### config.mk
export PLATFORM = sky130hd
export DESIGN_NAME = obd_message_framer_core
export DESIGN_NICKNAME = d
export VERILOG_FILES = /design/src/hdl/obdmf_pkg.sv /design/src/hdl/obd_message_framer_core.sv
export SDC_FILE = /design/constraint.sdc
export NUM_CORES = 1
export LEC_CHECK = 0
export BUFFER_PORTS_ARGS = -buffer_cell sky130_fd_sc_hd__buf_2
export CORE_MARGIN = 1
export CORE_UTILIZATION = 58
export CTS_CLUSTER_SIZE = 8
export DETAILED_ROUTE_END_ITERATION = 10
export MAX_ROUTING_LAYER = met4
export PLACE_DENSITY = 0.88
export SLEW_MARGIN = 20
export SYNTH_ARGS = -nofsm -noshare
export SYNTH_HDL_FRONTEND = slang
export SYNTH_SLANG_ARGS = --single-unit
### constraint.sdc
create_clock -name clk -period 4.8 [get_ports clk]
set_input_delay 0.72 -clock clk [delete_from_list [all_inputs] [get_ports clk]]
set_output_delay 0.72 -clock clk [all_outputs]
set_load 0.02 [all_outputs]
### src/hdl/obdmf_pkg.sv
// Shared constants and length lookup functions for the OBD message framer.
`default_nettype none
package obdmf_pkg;

	localparam int unsigned BYTE_W = 8;
	localparam int unsigned POS_W  = 3;
	localparam int unsigned LEN_W  = 3;

	// mode lookup codes (4 bits: 1..7 are lengths)
	localparam logic [3:0] MLEN_BAD      = 4'd0;
	localparam logic [3:0] MLEN_NEED_PID = 4'd8;

	localparam logic [BYTE_W-1:0] MODE_RSP_PID   = 8'h41;
	localparam logic [BYTE_W-1:0] MODE_RSP_FRZ   = 8'h42;
	localparam logic [BYTE_W-1:0] MODE_RSP_CODES = 8'h43;
	localparam logic [BYTE_W-1:0] MODE_RSP_CLEAR = 8'h44;
	localparam logic [BYTE_W-1:0] MODE_RSP_TID   = 8'h45;
	localparam logic [BYTE_W-1:0] MODE_RSP_INFO  = 8'h49;

	localparam logic [POS_W-1:0] POS_MAX = 3'd6;

	localparam logic [LEN_W-1:0] REQ_LEN [10] = '{
		3'd0, 3'd2, 3'd3, 3'd1, 3'd1, 3'd2, 3'd2, 3'd1, 3'd7, 3'd2
	};

	// Length from the mode byte alone.
	function automatic logic [3:0] len_from_mode(input logic [BYTE_W-1:0] m);
		logic [3:0] r;
		r = MLEN_BAD;
		if (m <= 8'd9) begin
			r = {1'b0, REQ_LEN[m[3:0]]};
		end else begin
			case (m) inside
				MODE_RSP_PID, MODE_RSP_FRZ, MODE_RSP_TID, MODE_RSP_INFO: r = MLEN_NEED_PID;
				MODE_RSP_CODES, [8'h46:8'h48]: r = 4'd7;
				MODE_RSP_CLEAR: r = 4'd1;
				default: r = MLEN_BAD;
			endcase
		end
		return r;
	endfunction

	// Length from mode and PID/TID/infotype byte; zero when unframable.
	function automatic logic [LEN_W-1:0] len_from_pid(input logic [BYTE_W-1:0] m,
			input logic [BYTE_W-1:0] p);
		logic [LEN_W-1:0] r;
		logic             low_zero;
		low_zero = (p[4:0] == 5'd0);
		r = '0;
		if (m == MODE_RSP_TID) begin
			if (low_zero) r = 3'd7;
			else if (p <= 8'd4) r = 3'd4;
			else r = 3'd6;
		end else if (m == MODE_RSP_INFO) begin
			if (low_zero || p[0]) r = 3'd7;
			else r = 3'd3;
		end else if (m == MODE_RSP_PID || m == MODE_RSP_FRZ) begin
			if (low_zero) begin
				r = 3'd6;
			end else begin
				case (p) inside
					8'h01: r = (m == MODE_RSP_FRZ) ? 3'd0 : 3'd6;
					8'h02: r = (m == MODE_RSP_PID) ? 3'd0 : 3'd4;
					8'h03, 8'h0c, 8'h10, 8'h1f, [8'h14:8'h1b]: r = 3'd4;
					[8'h04:8'h0b], [8'h0d:8'h0f], [8'h11:8'h13], [8'h55:8'h58]: r = 3'd3;
					[8'h1c:8'h1e]: r = 3'd2;
					default: r = 3'd0;
				endcase
			end
			// frame-number byte on freeze-frame replies
			if (m == MODE_RSP_FRZ && r != 3'd0) r = r + 3'd1;
		end
		return r;
	endfunction

endpackage
`default_nettype wire

### src/hdl/obd_message_framer_core.sv
// OBD message framer: splits a stripped diagnostic byte stream into messages.
//
// Input stream s_axis: one message byte per beat (tdata[7:0]).
// Output stream m_axis: one beat per input byte. tdata[7:0] is the byte,
// tdata[10:8] its position in the message (0 is the mode), upper bits zero.
// tlast marks the byte that completes or aborts a message; tuser[0] flags an
// unframable mode or PID (always together with tlast), after which the next
// byte starts a fresh message.
// A byte is taken into an input register, the length lookup and counter
// logic run combinationally on it, and the result lands in an output
// register; while m_axis does not stall, one byte per cycle is sustained.
// The input register advances whenever the output register is empty or is
// being taken, so a stall on m_axis holds one byte in each register and
// then drops s_axis_tready.
// Reset clears both registers and the framing state; the block then waits
// for a mode byte.
`default_nettype none
module obd_message_framer_core (
	input  wire logic        clk,
	input  wire logic        arst_n,
	input  wire logic        s_axis_tvalid,
	output logic             s_axis_tready,
	input  wire logic [7:0]  s_axis_tdata,   // [7:0] in_byte
	output logic             m_axis_tvalid,
	input  wire logic        m_axis_tready,
	output logic [15:0]      m_axis_tdata,   // [7:0] out_byte, [10:8] byte_position
	output logic             m_axis_tlast,   // message_end
	output logic [0:0]       m_axis_tuser    // [0] frame_error
);
	import obdmf_pkg::*;

	logic              valid_s1;
	logic [BYTE_W-1:0] byte_s1;
	logic              valid_s2;
	logic [BYTE_W-1:0] byte_s2;
	logic [POS_W-1:0]  pos_s2;
	logic              end_s2;
	logic              err_s2;

	logic [POS_W-1:0]  bytes_seen_q;
	logic [BYTE_W-1:0] mode_seen_q;
	logic [LEN_W-1:0]  exp_len_q;
	logic              len_known_q;

	logic              advance;
	logic [3:0]        mode_len;
	logic [LEN_W-1:0]  pid_len;
	logic [POS_W:0]    pos_inc;
	logic              msg_end;
	logic              msg_err;
	logic [BYTE_W-1:0] nxt_mode;
	logic [LEN_W-1:0]  nxt_len;
	logic              nxt_known;

	assign advance       = valid_s1 && (!valid_s2 || m_axis_tready);
	assign s_axis_tready = !valid_s1 || advance;

	assign mode_len = len_from_mode(byte_s1);
	assign pid_len  = len_from_pid(mode_seen_q, byte_s1);
	assign pos_inc  = {1'b0, bytes_seen_q} + {{POS_W{1'b0}}, 1'b1};

	always_comb begin
		msg_end   = 1'b0;
		msg_err   = 1'b0;
		nxt_mode  = mode_seen_q;
		nxt_len   = exp_len_q;
		nxt_known = len_known_q;
		if (bytes_seen_q == '0) begin
			nxt_mode = byte_s1;
			if (mode_len == MLEN_BAD) begin
				msg_err = 1'b1;
			end else if (mode_len == MLEN_NEED_PID) begin
				nxt_known = 1'b0;
			end else begin
				nxt_len   = mode_len[LEN_W-1:0];
				nxt_known = 1'b1;
				msg_end   = (mode_len <= 4'd1);
			end
		end else if (!len_known_q) begin
			if (pid_len == '0) begin
				msg_err = 1'b1;
			end else begin
				nxt_len   = pid_len;
				nxt_known = 1'b1;
				msg_end   = (pos_inc >= {1'b0, pid_len});
			end
		end else begin
			// count overrun guard: position six is always the last byte
			msg_end = (pos_inc >= {1'b0, exp_len_q}) || (bytes_seen_q >= POS_MAX);
		end
		if (msg_err) msg_end = 1'b1;
	end

	always_ff @(posedge clk or negedge arst_n) begin
		if (!arst_n) begin
			valid_s1     <= 1'b0;
			valid_s2     <= 1'b0;
			bytes_seen_q <= '0;
			mode_seen_q  <= '0;
			exp_len_q    <= '0;
			len_known_q  <= 1'b0;
		end else begin
			if (s_axis_tready) valid_s1 <= s_axis_tvalid;
			if (advance) valid_s2 <= 1'b1;
			else if (m_axis_tready) valid_s2 <= 1'b0;
			if (advance) begin
				if (msg_end) begin
					bytes_seen_q <= '0;
					mode_seen_q  <= '0;
					exp_len_q    <= '0;
					len_known_q  <= 1'b0;
				end else begin
					bytes_seen_q <= pos_inc[POS_W-1:0];
					mode_seen_q  <= nxt_mode;
					exp_len_q    <= nxt_len;
					len_known_q  <= nxt_known;
				end
			end
		end
	end

	always_ff @(posedge clk) begin
		if (s_axis_tready && s_axis_tvalid) byte_s1 <= s_axis_tdata;
		if (advance) begin
			byte_s2 <= byte_s1;
			pos_s2  <= bytes_seen_q;
			end_s2  <= msg_end;
			err_s2  <= msg_err;
		end
	end

	assign m_axis_tvalid = valid_s2;
	assign m_axis_tdata  = {5'd0, pos_s2, byte_s2};
	assign m_axis_tlast  = end_s2;
	assign m_axis_tuser  = err_s2;

endmodule
`default_nettype wire
-- After elaboration in Yosys (flattened, before gate mapping)
Memories as Yosys holds them, arrays and structs flattened.
Cells that the tools add are included.
- bits in registers: 38
- bits in read-only memories: 48
- output and inout port bits: 20
- word-level logic and storage cells: 139
- memories kept: 1
- add/sub/neg operators: 2
- order comparisons: 21
- equality and inequality tests: 21
- mux-type cells: 51
- bitwise gates (word level): 1
- reductions and logical operators: 31
- memory list (memory ; words ; width ; read ports ; clocked after Yosys merged registers in ; write ports ; RTL line ; source):
    (name not given) ; 16 ; 3 ; 1 ; 0 ; 0 ; obdmf_pkg.sv:31 ; r = {1'b0, REQ_LEN[m[3:0]]};
- operator list (kind ; number):
    8-bit by 7-bit == test with 1-bit output (second input constant) ; 10
    3-bit two-way mux ; 23
    8-bit by 5-bit >= comparator with 1-bit output (second input constant) ; 3
    8-bit by 4-bit <= comparator with 1-bit output (second input constant) ; 3
    8-bit by 5-bit <= comparator with 1-bit output (second input constant) ; 3
    1-bit two-way mux ; 19
    8-bit by 2-bit == test with 1-bit output (second input constant) ; 2
    8-bit by 5-bit == test with 1-bit output (second input constant) ; 2
    8-bit by 7-bit >= comparator with 1-bit output (second input constant) ; 2
    8-bit by 7-bit <= comparator with 1-bit output (second input constant) ; 2
    8-bit two-way mux ; 2
    4-bit two-way mux ; 3
    1-bit logical AND ; 10
    3-bit != test (second input constant) ; 3
    8-bit by 1-bit == test with 1-bit output (second input constant) ; 1
    8-bit by 4-bit == test with 1-bit output (second input constant) ; 1
    4-bit by 3-bit >= comparator with 1-bit output ; 2
    8-bit by 3-bit >= comparator with 1-bit output (second input constant) ; 1
    8-bit by 4-bit >= comparator with 1-bit output (second input constant) ; 1
    8-bit by 3-bit <= comparator with 1-bit output (second input constant) ; 1
    2-bit two-way mux ; 4
    4-bit OR reduction ; 2
    3-bit logical NOT ; 2
    5-bit >= comparator (second input constant) ; 1
    other kinds (17) ; 24

-- Longest topological paths before layout
Gate-level depths: netlist of the first run.
- depth in word-level cells: 24
- mapped depth: 21
- gate-level depth less buffers: 21

-- Worst setup path after synthesis of the first run
No wires, ideal clock.
- kind: flip-flop to flip-flop
- from: register byte_s1[0]
- to: register bytes_seen_q[0]
- arrival time: 4022 ps
- required time: 4708 ps
- path slack: 686 ps
- cell stages (with the launch flop): 22
- period minus slack after synthesis: 4114 ps
- cell sequence: edfxtp_1 > inv_1 > ha_1 > or3_1 > o211ai_4 > o21ai_2 > a22oi_1 > inv_1 > ha_1 > or2b_2 > a21oi_1 > nor2_1 > o221ai_1 > ha_1 > nand2b_1 > a21oi_1 > inv_1 > a21oi_1 > o31a_2 > a22oi_2 > a31o_4 > o31ai_2
- longest elaborated chain between the ends: 23
- elaborated cells between the ends (all ways): 84
- classes of those cells: add/sub (1); order compare (18); eq/ne (13); mux (33); bitwise (1); reduce/logical (17); memory (1)
- RTL lines (what ; RTL line ; source):
    start, declared ; obd_message_framer_core.sv:33 ; logic [BYTE_W-1:0] byte_s1;
    start signal, assigned ; obd_message_framer_core.sv:123 ; if (s_axis_tready && s_axis_tvalid) byte_s1 <= s_axis_tdata;
    parallel branches: the longest is 21 deep, another holds 8-bit by 3-bit >= comparator with 1-bit output ; n/a ;
    1-bit two-way mux * ; obd_message_framer_core.sv:91 ; if (msg_err) msg_end = 1'b1;
    named net msg_end ; obd_message_framer_core.sv:49 ; logic msg_end;
    3-bit two-way mux * ; obd_message_framer_core.sv:107 ; if (msg_end) begin
    end signal, assigned ; obd_message_framer_core.sv:113 ; bytes_seen_q <= pos_inc[POS_W-1:0];
    end, declared ; obd_message_framer_core.sv:40 ; logic [POS_W-1:0] bytes_seen_q;
Mark *: on every way through the listed nets, which the timed path passes. The select of a mux whose other input is x is not followed.
A chain may end at the register's enable or synchronous reset.

-- Worst setup path after layout of the first run
- from: register byte_s1[0]
- to: register exp_len_q[1]
- longest elaborated chain between the ends: 24
- elaborated cells between the ends (all ways): 94
- classes of those cells: add/sub (1); order compare (18); eq/ne (17); mux (38); bitwise (1); reduce/logical (18); memory (1)
- RTL lines (what ; RTL line ; source):
    parallel branches: the longest is 24 deep, another holds 8-bit by 3-bit >= comparator with 1-bit output ; n/a ;
    end signal, assigned ; obd_message_framer_core.sv:115 ; exp_len_q <= nxt_len;
    end, declared ; obd_message_framer_core.sv:42 ; logic [LEN_W-1:0] exp_len_q;
Parallel ways; which one is timed is not known. The select of a mux whose other input is x is not followed.

==> flow_metrics.tcl, run 1 <==
set metrics [dict create \
    chipHeight_um 68.5 \
    crit_fanout 6 \
    area_growth_pct 10.5 \
    vias 1957 \
    htreeDepth 2 \
    ctsRootBufferMaster "clkbuf_8" \
    antenna_cells 0 \
    peakVddDrop_mv 0.218 \
    drt_iter0_markers 189 \
    ys_seq_elements 38 \
    power_density_nw_per_um2 365 \
    yosysTopAreaCell "edfxtp_1" \
    port_buffers 26 \
    placed_area_um2 2720 \
    final_hold_viol_count 0 \
    worst_setup_path_start_kind "flip-flop" \
    wl_um 5380 \
    grt_max_degree 22 \
    synth.avg_cell_area_um2 10.9 \
    drive_gt1_share_pct 25.7 \
    cts_hold_buf 0 \
    antenna_found_initial 0 \
    tns_ns 0 \
    slowest_delay_ns 0.44 \
    die_x_um 68.5 \
    synth_top_cell_area_share_pct 24.6 \
    synth_area_leaders "edfxtp_1 25%, dfrtp_1 17%, ha_1 8.3%" \
    cts_num_sinks 38 \
    antenna_left 0 \
    row_count 23 \
    setup_slack_ns 0.323 \
    tightest_slew_ns 0.714 \
    clockBufferDepth 2 \
    hold_class "in2async" \
    fin_nets 297 \
    cts.clk_slew.worst_paths_ns 0.08 \
    gp_routability_congestion 0.972 \
    fmax_ghz 0.223 \
    async_reset_ff_share_pct 44.7 \
    post-synth-top-count-cell "edfxtp_1" \
    dp_slack_ns 0.0612 \
    status "finished clean" \
    synthesis.area_um2 2570 \
    yosysWarnings 0 \
    floorplan.initialDensity_pct 62.4 \
    insertion_delay_ns 0.30 \
    cp.arrival_ns 4.70 \
    clock_skew_ns 0.00702 \
    critPathSlowestCell "edfxtp_1" \
    yosysUniqueCellTypes 72 \
    io_pins 32 \
    synth_commonest_cells "21 x edfxtp_1, 17 x dfrtp_1, 17 x ha_1" \
    wl_per_cell_um 16.9 \
    final_util_pct 68.9 \
    grt_pass1_vias 1847 \
    synthCells 236 \
    synthFlopType "edfxtp_1" \
    slew_headroom_pct 52.1 \
    period_needed_ns 4.48 \
    viasPerCell 6.13 \
    track_usage_pct 27.7 \
    min_period_over_period_pct 93.3 \
    grt_pass1_wl_um 8990 \
    maxCapViolations 0 \
    crit_path_end_kind "flip-flop" \
    leakage_nw 1.19 \
    finalInstanceArea_um2 2840 \
    ys_seq_area_share_pct 41.1 \
    core_um2 4120 \
    path_class "reg2reg" \
    synth_edf_count 21 \
    drcViolationCount 0 \
    setup_viol 0 \
    crit_path_cell_trace "buf_4, ha_1, or3_1, a21oi_1, o21ai_2, a22oi_2, inv_1, ha_1, or2b_2, a21oi_1, o31ai_1, o22ai_1, o21ai_1, ha_1, a21oi_1, inv_1, a21oi_2, o31a_2, a22oi_2, a211oi_2, a2bb2oi_1" \
    slew_viol_final 0 \
    grt-ovfl-total 0 \
    cts_buffers 5 \
    dr.pass1.iters 5 \
    cts_tree "built" \
    dpl.hpwl_um 4010 \
    rsz0062_at_grt "no" \
    die_area_um2 4700 \
    required_ns 5.02 \
]
## worst max-delay path: cells and delay by family, from the launching register on
family                   cells  cell delay (ns)
buffers and inverters        3             0.34
flip-flops                   1             0.44
adder cells (fa/ha/maj)      3             0.77
AND/OR/NAND/NOR              2             0.55
AO/OA/AOI/OAI               13             2.27
## power breakdown
part	internal [W]	switching, W	total [W]
sequential	0.000396	0.0000523	0.000449
combinational	0.000150	0.000213	0.000363
clock	0.000102	0.000121	0.000223
## per-stage QoR
stage          total power [W]  instances  hold WS (ns)
3_3_place_gp          0.000793        309         0.472
4_1_cts                0.00103        317         0.332
2_1_floorplan         0.000716        240         0.423
6_report               0.00104        319         0.330
3_5_place_dp          0.000806        309         0.498
5_1_grt                0.00109        319         0.353
## area by class of cell
| type | count | area [um^2] |
|---|---|---|
| multi-input cells | 178 | 1410 |
| fillers | 318 | 1280 |
| flip-flops and latches | 38 | 1060 |
| repair buffers | 31 | 168 |
| clock buffers | 5 | 68.8 |
| well taps | 50 | 62.6 |
| inverters | 14 | 52.6 |
| clock inverters | 3 | 20.0 |
## metal layers
metal / vias up / share of wire, % / global-route usage [%]
met3: 4 / 5.9 / 5.43
met1: 941 / 46 / 36.9
li1: 940 / - / -
met2: 72 / 48 / 41.4
met4: 0 / 0.86 / 10.9
met5: - / 0 / -
## cell usage in the layout (no fill, tap or decap), types with 2 or more instances in the layout
cell       Yosys  layout
conb_1         1       5
nand3b_1       2       2
or2b_2         4       4
o22ai_1        2       2
nor2_1        11      11
o21ai_1        2       2
o2bb2ai_1      2       2
o21ai_0        8       8
a31oi_1        2       2
clkinv_1       1       2
inv_1         13      13
nand2b_1       9       9
buf_4          8       5
ha_1          17      17
a21o_1         4       4
a211oi_1       3       3
o21ai_2        3       3
nor4b_1        2       2
nor4b_4        3       3
and3_1         2       2
a22oi_2        1       2
a21boi_0       2       2
clkbuf_8       0       5
mux2i_1        2       2
a22o_1         7       7
nand3_1        4       4
o221ai_1       2       2
buf_2          0      26
edfxtp_1      21      21
a21oi_1       16      15
or3_1          3       3
dfrtp_1       17      17
nand2_1        9       9
and2_1         6       6
o21bai_1       2       2
nor2b_1        7       7
## path summary, 6_finish.rpt
kind | end | slack [ns] | start | cells after the start
max | exp_len_q[1] | 0.32 | byte_s1[0] | 21
min | mode_seen_q[6] | 0.33 | arst_n | 1
max reg2reg | exp_len_q[1] | 0.32 | byte_s1[0] | 21
min reg2reg | m_axis_tvalid | 0.52 | valid_s1 | 1
max in group asynchronous | exp_len_q[1] | 4.19 | arst_n | 1
min in group clk | m_axis_tvalid | 0.52 | valid_s1 | 1
## flip-flops by register name (all words and copies together) (netlist names)
name and cells:
pos_s2 3, byte_s1 8, valid_s1 1, mode_seen_q 8, m_axis_tuser 1, m_axis_tvalid 1
bytes_seen_q 3, exp_len_q 3, m_axis_tlast 1, len_known_q 1, byte_s2 8
## timing repair
item                                    in CTS  in global routing
setup buffers                                0                  2
endpoints found under the setup margin       0                 16
resized for setup                            0                  2
## cells by family (layout without fill, tap and decap cells)
logic type      count (synthesis)  in the layout  synth area share, %
xor+xnor                        1              1                0.341
other cells                     1              5                0.146
simple gates                   77             77                 20.4
buf+inv                        24             53                 4.92
fa+ha+maj                      17             17                 8.28
compound gates                 75             75                 23.5
mux                             3              3                 1.32
flops                          38             38                 41.1
(Power assumes the default switching activity.)
==> run 2: changes to the inputs <==
--- a/config.mk
+++ b/config.mk
@@ -12,6 +12,7 @@
 export DETAILED_ROUTE_END_ITERATION = 10
 export MAX_ROUTING_LAYER = met4
 export PLACE_DENSITY = 0.88
+export REMOVE_ABC_BUFFERS = 1
 export SLEW_MARGIN = 20
 export SYNTH_ARGS = -nofsm -noshare
 export SYNTH_HDL_FRONTEND = slang
==> flow_metrics.tcl, run 2 (synthesis gave the netlist of run 1 again) <==
set metrics [dict create \
    port_buffers 26 \
    antenna_found_initial 0 \
    swShare_pct 34.8 \
    tightest_slew_ns 0.580 \
    placed_area_um2 2720 \
    die_x_um 68.5 \
    r2r_slack_ns 0.28 \
    final_hold_viol_count 0 \
    insertion_delay_ns 0.30 \
    floorplan.initialDensity_pct 62.4 \
    dp_cells 309 \
    antenna_left 0 \
    period_needed_ns 4.52 \
    chipHeight_um 68.5 \
    leakage_nw 1.23 \
    status "finished clean" \
    fmax_ghz 0.221 \
    die_area_um2 4700 \
    power_w 0.00115 \
    final_cell_mix "26 x buf_2, 21 x edfxtp_1, 17 x ha_1, 17 x dfrtp_1, 15 x a21oi_1" \
    combPwrFrac_pct 32.1 \
    wl_um 5970 \
    maxCapViolations 0 \
    fin_nets 299 \
    area_growth_pct 13.0 \
    io_pins 32 \
    vias 2077 \
    met1_length_um 2610 \
    final_common_cell "buf_2" \
    hold_class "in2async" \
    slew_headroom_pct 61.0 \
    finalInstanceArea_um2 2900 \
    wl_per_cell_um 18.6 \
    p_int_w 0.000753 \
    peakVddDrop_mv 0.220 \
    drt_iter0_markers 205 \
    min_period_over_period_pct 94.2 \
    cts_hold_buf 0 \
    cts.clk_slew.worst_paths_ns 0.09 \
    setup_viol 0 \
    drive_gt1_share_pct 26.6 \
    grt_pass1_wl_um 9320 \
    crit_path_end_kind "flip-flop" \
    reg_top3 "byte_s1 (8), byte_s2 (8), mode_seen_q (8)" \
    cp.arrival_ns 4.73 \
    cts_num_sinks 38 \
    cts_tree "built" \
    switchingPower_w 0.000401 \
    dr.pass1.iters 5 \
    ctsRootBufferMaster "clkbuf_8" \
    drcViolationCount 0 \
    core_um2 4120 \
    antenna_cells 0 \
    clockBufferDepth 2 \
    tns_ns 0 \
    required_ns 5.00 \
    p_seq_share_pct 39.3 \
    clock_skew_ns 0.0141 \
    top_layer_used "met4" \
    crit_fanout 6 \
    route.met3.wl_um 382 \
    track_usage_pct 28.5 \
    row_count 23 \
    gp_routability_congestion 0.977 \
    grt-ovfl-total 0 \
    power_density_nw_per_um2 398 \
    grt_max_degree 22 \
    htreeDepth 2 \
    layout.cells.non_filler 321 \
    dpl.hpwl_um 4130 \
    power.share.clock_pct 28.5 \
    worst_setup_path_start_kind "flip-flop" \
    cts_buffers 5 \
    wl_met2_um 2830 \
    slew_viol_final 0 \
    fill_cells 293 \
    viasPerCell 6.47 \
    grt_pass1_vias 1945 \
    path_class "reg2reg" \
]
-- run 2: changes by cell type in the layout (fill, tap and decap cells not counted), sizes merged --
cell and change:
bufinv +2, inv -1, buf +2, clkinvlp -1
-- run 2: worst max-delay path: stages, from the launching register on --
cell and delay [ns]:
edfxtp_1 0.49, buf_4 0.20, ha_1 0.27, nand2b_1 0.17
o221ai_1 0.34, or2_1 0.24, ha_1 0.18, or2b_2 0.31
a21oi_1 0.18, nor2_1 0.08, o221ai_1 0.23, ha_1 0.29
nand2b_1 0.15, a21oi_1 0.15, inv_1 0.08, a21oi_2 0.25
o31a_2 0.23, a22oi_2 0.09, a31o_4 0.29, o31ai_2 0.20
-- run 2: path summary, 6_finish.rpt --
check,start,end,cells past startpoint
worst max register to register,byte_s1[0],bytes_seen_q[0],19
max in group asynchronous,arst_n,mode_seen_q[3],1
worst min-delay path,arst_n,mode_seen_q[6],1
worst max-delay path,byte_s1[0],bytes_seen_q[0],19
worst min register to register,valid_s1,m_axis_tvalid,1
min in group clk,valid_s1,m_axis_tvalid,1
-- run 2: what timing repair did --
item | in CTS | in global routing
hold endpoints to repair | 0 | 0
endpoints found under the setup margin | 0 | 16
buffers inserted | 0 | 4
gates resized for setup | 0 | 2
-- run 2: area by class of cell --
type	count	area (um^2)	area share, %
Clock inverter	3	68.8	2.37
Timing Repair Buffer	33	183	6.30
Sequential cell	38	1060	36.4
Tap cell	50	62.6	2.16
Multi-Input combinational cell	178	1410	48.6
Inverter	14	52.6	1.81
Clock buffer	5	68.8	2.37
-- run 2: layer usage --
| metal | global-route usage [%] | up-vias |
|---|---|---|
| met5 | - | - |
| met4 | 11.5 | 0 |
| met3 | 5.43 | 17 |
| met2 | 42.5 | 103 |
| met1 | 38.1 | 1013 |
| li1 | - | 944 |
-- run 2: per-stage QoR --
| stage | utilization [%] | worst slack [ns] | hold slack [ns] |
|---|---|---|---|
| after floorplan | - | 0.686 | 0.424 |
| after global placement | 66.2 | 0.389 | 0.471 |
| after detailed placement | 66.2 | 0.155 | 0.495 |
| after CTS | 69.5 | 0.0219 | 0.343 |
| after global routing | 70.5 | -0.0103 | 0.357 |
| final | 70.5 | 0.279 | 0.334 |
-- run 2: power by group through the flow --
stage	combinational, W	sequential [W]	clock [W]
2_1_floorplan	0.000244	0.000460	0
3_3_place_gp	0.000333	0.000452	0
3_5_place_dp	0.000348	0.000455	0
4_1_cts	0.000357	0.000451	0.000333
5_1_grt	0.000406	0.000459	0.000343
6_report	0.000371	0.000454	0.000330
